--- config.mk ---
export PLATFORM = sky130hd
export DESIGN_NAME = tdpt_datapath
export DESIGN_NICKNAME = d
export VERILOG_FILES = /design/src/rtl/tdpt_pkg.sv /design/src/rtl/tdpt_datapath.sv
export SDC_FILE = /design/constraint.sdc
export NUM_CORES = 1
export LEC_CHECK = 0
export BUFFER_PORTS_ARGS = -buffer_cell sky130_fd_sc_hd__buf_4
export CAP_MARGIN = 20
export CORE_MARGIN = 2
export CORE_UTILIZATION = 45
export CTS_BUF_LIST = sky130_fd_sc_hd__clkbuf_8 sky130_fd_sc_hd__clkbuf_16
export CTS_CLUSTER_DIAMETER = 60
export DETAILED_ROUTE_END_ITERATION = 10
export PLACE_DENSITY = 0.64
export SLEW_MARGIN = 10
export SYNTH_ARGS = -nofsm -noshare
export SYNTH_HDL_FRONTEND = slang
export SYNTH_SLANG_ARGS = --single-unit
--- constraint.sdc ---
create_clock -name clk_i -period 12.2 [get_ports clk_i]
set_input_delay 1.83 -clock clk_i [delete_from_list [all_inputs] [get_ports clk_i]]
set_output_delay 1.83 -clock clk_i [all_outputs]
set_load 0.01 [all_outputs]
--- src/rtl/tdpt_pkg.sv ---
// shared constants, types and the sequencer program of the trial division prime test
package tdpt_pkg;

  // operand sizing
  localparam int VALUE_BITS = 16;
  localparam int D_BITS     = (VALUE_BITS + 1) / 2 + 1;
  localparam int SQ_BITS    = 2 * D_BITS;
  localparam int CNT_BITS   = $clog2(VALUE_BITS);
  localparam int STEP_BITS  = 3;

  typedef logic [STEP_BITS-1:0] step_t;

  // program addresses
  localparam step_t ST_WAIT  = 3'd0;
  localparam step_t ST_LOW   = 3'd1;
  localparam step_t ST_SQ    = 3'd2;
  localparam step_t ST_BOUND = 3'd3;
  localparam step_t ST_DIV   = 3'd4;
  localparam step_t ST_REM   = 3'd5;
  localparam step_t ST_DONE  = 3'd6;

  // datapath operation of one step
  typedef enum logic [2:0] {
    OP_WAIT,
    OP_LOW,
    OP_SQUARE,
    OP_BOUND,
    OP_DIV,
    OP_REM,
    OP_DONE
  } op_e;

  // branch condition of one step
  typedef enum logic [2:0] {
    COND_ACCEPT,
    COND_LOW,
    COND_OVER,
    COND_LAST,
    COND_REM_ZERO,
    COND_OUT_FREE,
    COND_ALWAYS
  } cond_e;

  // one control word
  typedef struct packed {
    op_e   op;
    cond_e cond;
    step_t jump_t;
    step_t jump_f;
  } ucode_t;

  // datapath controls
  typedef struct packed {
    logic load;
    logic init_d;
    logic square;
    logic div_init;
    logic div_step;
    logic inc_d;
  } dp_ctrl_t;

  // datapath status
  typedef struct packed {
    logic low;
    logic over;
    logic last;
    logic rem_zero;
  } dp_stat_t;

  // control store
  function automatic ucode_t ucode_rom(input step_t addr);
    ucode_t w;
    unique case (addr)
      ST_WAIT:  w = '{op: OP_WAIT,   cond: COND_ACCEPT,   jump_t: ST_LOW,   jump_f: ST_WAIT};
      ST_LOW:   w = '{op: OP_LOW,    cond: COND_LOW,      jump_t: ST_DONE,  jump_f: ST_SQ};
      ST_SQ:    w = '{op: OP_SQUARE, cond: COND_ALWAYS,   jump_t: ST_BOUND, jump_f: ST_BOUND};
      ST_BOUND: w = '{op: OP_BOUND,  cond: COND_OVER,     jump_t: ST_DONE,  jump_f: ST_DIV};
      ST_DIV:   w = '{op: OP_DIV,    cond: COND_LAST,     jump_t: ST_REM,   jump_f: ST_DIV};
      ST_REM:   w = '{op: OP_REM,    cond: COND_REM_ZERO, jump_t: ST_DONE,  jump_f: ST_SQ};
      ST_DONE:  w = '{op: OP_DONE,   cond: COND_OUT_FREE, jump_t: ST_WAIT,  jump_f: ST_DONE};
      default:  w = '{op: OP_DONE,   cond: COND_ALWAYS,   jump_t: ST_WAIT,  jump_f: ST_WAIT};
    endcase
    return w;
  endfunction

endpackage

--- src/rtl/tdpt_datapath.sv ---
// value, divisor, square and bit-serial remainder registers
module tdpt_datapath import tdpt_pkg::*; (
  input  logic                  clk_i,
  input  dp_ctrl_t              ctrl_i,
  input  logic [VALUE_BITS-1:0] value_i,
  output dp_stat_t              stat_o
);

  logic [VALUE_BITS-1:0] v_q, v_d;
  logic [D_BITS-1:0]     d_q, d_d;
  logic [SQ_BITS-1:0]    sq_q, sq_d;
  logic [D_BITS-1:0]     r_q, r_d;
  logic [CNT_BITS-1:0]   cnt_q, cnt_d;
  logic [D_BITS:0]       shifted;
  logic [D_BITS:0]       d_ext;

  // one restoring division step per cycle, msb of the value first
  assign shifted = {r_q, v_q[cnt_q]};
  assign d_ext   = {1'b0, d_q};

  always_comb begin
    v_d   = v_q;
    d_d   = d_q;
    sq_d  = sq_q;
    r_d   = r_q;
    cnt_d = cnt_q;
    if (ctrl_i.load) begin
      v_d = value_i;
    end
    if (ctrl_i.init_d) begin
      d_d = D_BITS'(2);
    end
    if (ctrl_i.inc_d) begin
      d_d = d_q + 1'b1;
    end
    if (ctrl_i.square) begin
      sq_d = SQ_BITS'(d_q) * SQ_BITS'(d_q);
    end
    if (ctrl_i.div_init) begin
      r_d   = '0;
      cnt_d = CNT_BITS'(VALUE_BITS - 1);
    end
    if (ctrl_i.div_step) begin
      if (shifted >= d_ext) begin
        r_d = D_BITS'(shifted - d_ext);
      end else begin
        r_d = shifted[D_BITS-1:0];
      end
      cnt_d = cnt_q - 1'b1;
    end
  end

  // operand registers carry no reset
  always_ff @(posedge clk_i) begin
    v_q   <= v_d;
    d_q   <= d_d;
    sq_q  <= sq_d;
    r_q   <= r_d;
    cnt_q <= cnt_d;
  end

  // status back to the sequencer
  assign stat_o.low      = (v_q < VALUE_BITS'(2));
  assign stat_o.over     = (sq_q > SQ_BITS'(v_q));
  assign stat_o.last     = (cnt_q == '0);
  assign stat_o.rem_zero = (r_q == '0);

endmodule

# Yosys cells after proc, flatten, opt, wreduce, memory -nomap -nowiden
# Cells that the tools add are included.
[totals]
ff_bits = 56
in_bits = 23
elab_cells = 26
[op_classes]
n_addsub = 3
multipliers = 1
order_cmp = 4
mux = 9
reduce_logical = 4
[op_table]
columns = ["cell", "count"]
rows = [
  ["2-to-1 mux 9 bit", 5],
  ["greater-than comparator 18 x 16 -> 1 bit", 1],
  ["multiplier 9 x 9 -> 18 bit", 1],
  ["< comparator 16 x 2 -> 1 bit, second input constant", 1],
  ["greater-or-equal comparator 10 x 9 -> 1 bit", 1],
  ["adder 9 x 1 -> 9 bit, second input constant", 1],
  ["logical NOT 9 bit", 1],
  ["subtractor 9 bit", 1],
  ["2-to-1 mux 4 bit", 2],
  ["< comparator 4 x 5 -> 1 bit, second input constant", 1],
  ["binary-select mux 1 bit (select 4 bit)", 1],
  ["logical NOT 4 bit", 1],
  ["nonzero test 2 bit", 2],
  ["subtractor 4 x 1 -> 4 bit, second input constant", 1],
  ["2-to-1 mux 1 bit", 1],
]

# Longest topological paths before layout
[logic_depth]
word_depth = 5
ltp_mapped = 18
ltp_nobuf = 17

# Worst setup path after synthesis
# OpenSTA, ideal clock, no wires.
[synth_path]
path_kind = "flip-flop to flip-flop"
startpoint = "register d_q[6]"
endpoint = "register sq_q[15] (data pin)"
setup_time_ns = 0.260
arrival_ns = 4.383
path_slack_ns = 7.557
path_stages_with_launch = 16
path_cell_list = "edfxtp_1 -> clkbuf_1 -> inv_1 -> nor2_1 -> fa_1 -> fa_1 -> fa_1 -> inv_1 -> fa_1 -> inv_1 -> ha_1 -> a2111oi_0 -> o21ai_0 -> a41oi_1 -> nand2_1 -> xor2_1"
[synth_via]
elab_chain_len = 1
[synth_lines]
columns = ["element", "line_no", "source"]
rows = [
  ["start, declared", "tdpt_datapath.sv:10", "logic [D_BITS-1:0] d_q, d_d;"],
  ["start signal, assigned", "tdpt_datapath.sv:56", "d_q <= d_d;"],
  ["multiplier 9 x 9 -> 18 bit", "tdpt_datapath.sv:37", "sq_d = SQ_BITS'(d_q) * SQ_BITS'(d_q);"],
  ["end signal, assigned", "tdpt_datapath.sv:57", "sq_q <= sq_d;"],
  ["end, declared", "tdpt_datapath.sv:11", "logic [SQ_BITS-1:0] sq_q, sq_d;"],
]
# Every way passes these cells.
# A chain may end at the register's enable or synchronous reset.

# Worst setup path in the final report
[layout_path]
startpoint = "register d_q[4]"
endpoint = "register sq_q[15] (data pin)"
# The elaborated chain is that of the path after synthesis.

==> impl_metrics.ini <==
[run_status]
status = completed

[sta]
fmaxAchievable_mhz = 194
fin_crit_ns = 5.16
finalClockSkew_ns = 0.00699
slew_headroom_pct = 70.9
timing.setup.tns_ns = 0
timing.final.max_slew_violations = 0
rsz0062_at_grt = no
post-route-period-util_pct = 42.3
finalHoldViolCount = 0
layout_setup_ws_ns = 7.04
worst_slew_pin_slew_ns = 0.426
setup-violations-final = 0

[grt]
grt_pass1_wl_um = 16200
grt_pass1_vias = 3507
antenna_found_initial = 0
overflow = 0
grt.total_usage_pct = 17.1
grt_max_degree = 18

[die]
die_h_um = 110
core_area_um2 = 10900
ios = 27
fp.dieW_um = 110
die_area_um2 = 12100
initial_core_util_pct = 46.3
row_count = 38

[cts]
cts_hold_buf = 0
cts-resized-gates = 0
tritoncts = built
cts_buffers = 5
cts_max_level = 2
numClockSinks = 55
clk_latency_ns = 0.32
clockBufferDepth = 2
post_cts_buffers = 0
root_buffer = clkbuf_8
clkTransAtPathRegs_ns = 0.10

[synthesis]
async_flop_share_pct = 0
synthTopCellsByCount = inv_1 (96), ha_1 (58), edfxtp_1 (55), nand2_1 (37)
syn-num-nets = 611
syn_area_per_cell_um2 = 10.2
syn_area_um2 = 5050
synth-edff-count = 55
yosysMostFrequentCell = inv_1
synth_top_cell_by_area = edfxtp_1
synthDominantCellAreaShare_pct = 32.7
yosysSeqAreaShare_pct = 32.7
synthTopCellsByArea = edfxtp_1 (33%), ha_1 (14%), fa_1 (14%), inv_1 (7.1%), xnor2_1 (3.6%)
yosys.cell_types.count = 46
synth-seq-cells = 55
synth_warnings = 0
synth-main-ff-cell = edfxtp_1
netlist_instances = 494

[place]
gp_congestion = 0.885
port_buffers = 26
place_ws_ns = 7.05
hpwl_um = 7980

[job]
maxCapViolCount = 0

[hold_path]
hold_class = reg2reg

[worst_setup_path]
crit_type = reg2reg
crit_required_ns = 12.27
cp-start-kind = register
cpMaxStageDelayCell = fa_1
cp-end-kind = register
cp.buffers_inverters = 3
critPathTopFamily = adder cells
crit_path_frequent_cell = fa_1
path_cells = clkinv_1 > nor2_1 > fa_1 > fa_1 > fa_1 > inv_1 > fa_1 > inv_1 > ha_1 > a2111oi_0 > o21ai_0 > a41oi_1 > nand2_1 > xor2_1
path_max_fanout = 8
max_stage_delay_ns = 0.54
arrival_ns = 5.23

[route]
wl_per_cell_um = 14.7
ant_nets = 0
drt-initial-drc-count = 152
first_pass_iters = 4
via_count = 3512
via_per_inst = 5.30
drc_errors = 0
routed_wl_um = 9720

[final_layout]
multiInputGateArea_um2 = 3000
syn2layout_area_growth_pct = 8.50
layout-drive-gt1-share_pct = 7.84
antenna_cells = 0
fin_nets = 639
regArea_um2 = 1650
n_fill_cell = 1008

[power]
power.total_uw = 854
max-vdd-ir-drop_mv = 0.0819
powerDensity_nw_per_um2 = 156
p_leak_nw = 2.58
==> report_power, final <==
| group | switching (mW) | internal, mW | leakage, nW | total [mW] |
|---|---|---|---|---|
| registers | 0.0344 | 0.268 | 0.554 | 0.302 |
| logic | 0.246 | 0.205 | 1.98 | 0.451 |
| clock network | 0.0610 | 0.0396 | 0.0470 | 0.101 |
| total | 0.342 | 0.512 | 2.58 | 0.854 |
==> worst register-to-register path: stages (launching register included) <==
cell and delay [ns]:
edfxtp_1 0.52, clkinv_1 0.31, nor2_1 0.27, fa_1 0.47, fa_1 0.52, fa_1 0.54, inv_1 0.05, fa_1 0.52
inv_1 0.04, ha_1 0.33, a2111oi_0 0.47, o21ai_0 0.28, a41oi_1 0.34, nand2_1 0.10, xor2_1 0.15
==> stage by stage <==
step	instances	hold slack (ns)	utilization (%)	cell area (um2)
2_1_floorplan	494	0.572	-	5050
3_3_place_gp	655	0.682	49.5	5390
3_5_place_dp	655	0.688	49.5	5390
4_1_cts	663	0.710	50.3	5480
5_1_grt	663	0.747	50.3	5480
6_report	663	0.705	50.3	5480
==> metal layers <==
layer	routed length (um)	global-route usage, %	vias up
met4	90	4.16	0
met1	4610	23.4	1743
met2	4790	29.1	40
met3	222	1.96	6
li1	-	-	1723
met5	0	0	-
==> layout by cell type, fill, tap and decap left out, types with 8 or more instances in the layout <==
cell type   n
and2_1      9
inv_1      97
a21oi_1    18
fa_1       36
nand2_1    37
edfxtp_1   55
o21ai_0    11
xnor2_1    21
nor4_1      8
nor2_1     36
buf_4      26
mux2i_1    10
ha_1       58
nor2b_1    12
==> layout make-up <==
type | instances | area share, %
well taps | 140 | 3.20
clock buffers | 5 | 1.26
inverters | 99 | 6.79
multi-input cells | 335 | 54.7
repair buffers | 26 | 3.56
flip-flops and latches | 55 | 30.2
clock inverters | 3 | 0.297
==> state kept, by name, indices dropped and copies added, names as in the netlist <==
signal and count:
sq_q 17, v_q 16, d_q 9, r_q 9, cnt_q 4
==> cells by family (layout without fill, tap and decap cells) <==
family          after synthesis  after routing  synth area share, %
compound gates               66             66                 9.03
xor+xnor                     27             27                 4.69
fa+ha+maj                    94             94                 28.7
buf+inv                     104            133                 7.88
flops                        55             55                 32.7
mux                          15             15                 4.29
simple gates                133            133                 12.7
==> worst paths after layout <==
kind | from | to | slack [ns] | cells past startpoint
worst max register to register | d_q[4] | sq_q[15] | 7.04 | 14
worst max-delay path | d_q[4] | sq_q[15] | 7.04 | 14
worst min register to register | r_q[1] | r_q[2] | 0.70 | 2
worst min-delay path | r_q[1] | r_q[2] | 0.70 | 2
No activity file was read; power rests on OpenSTA's default activity.
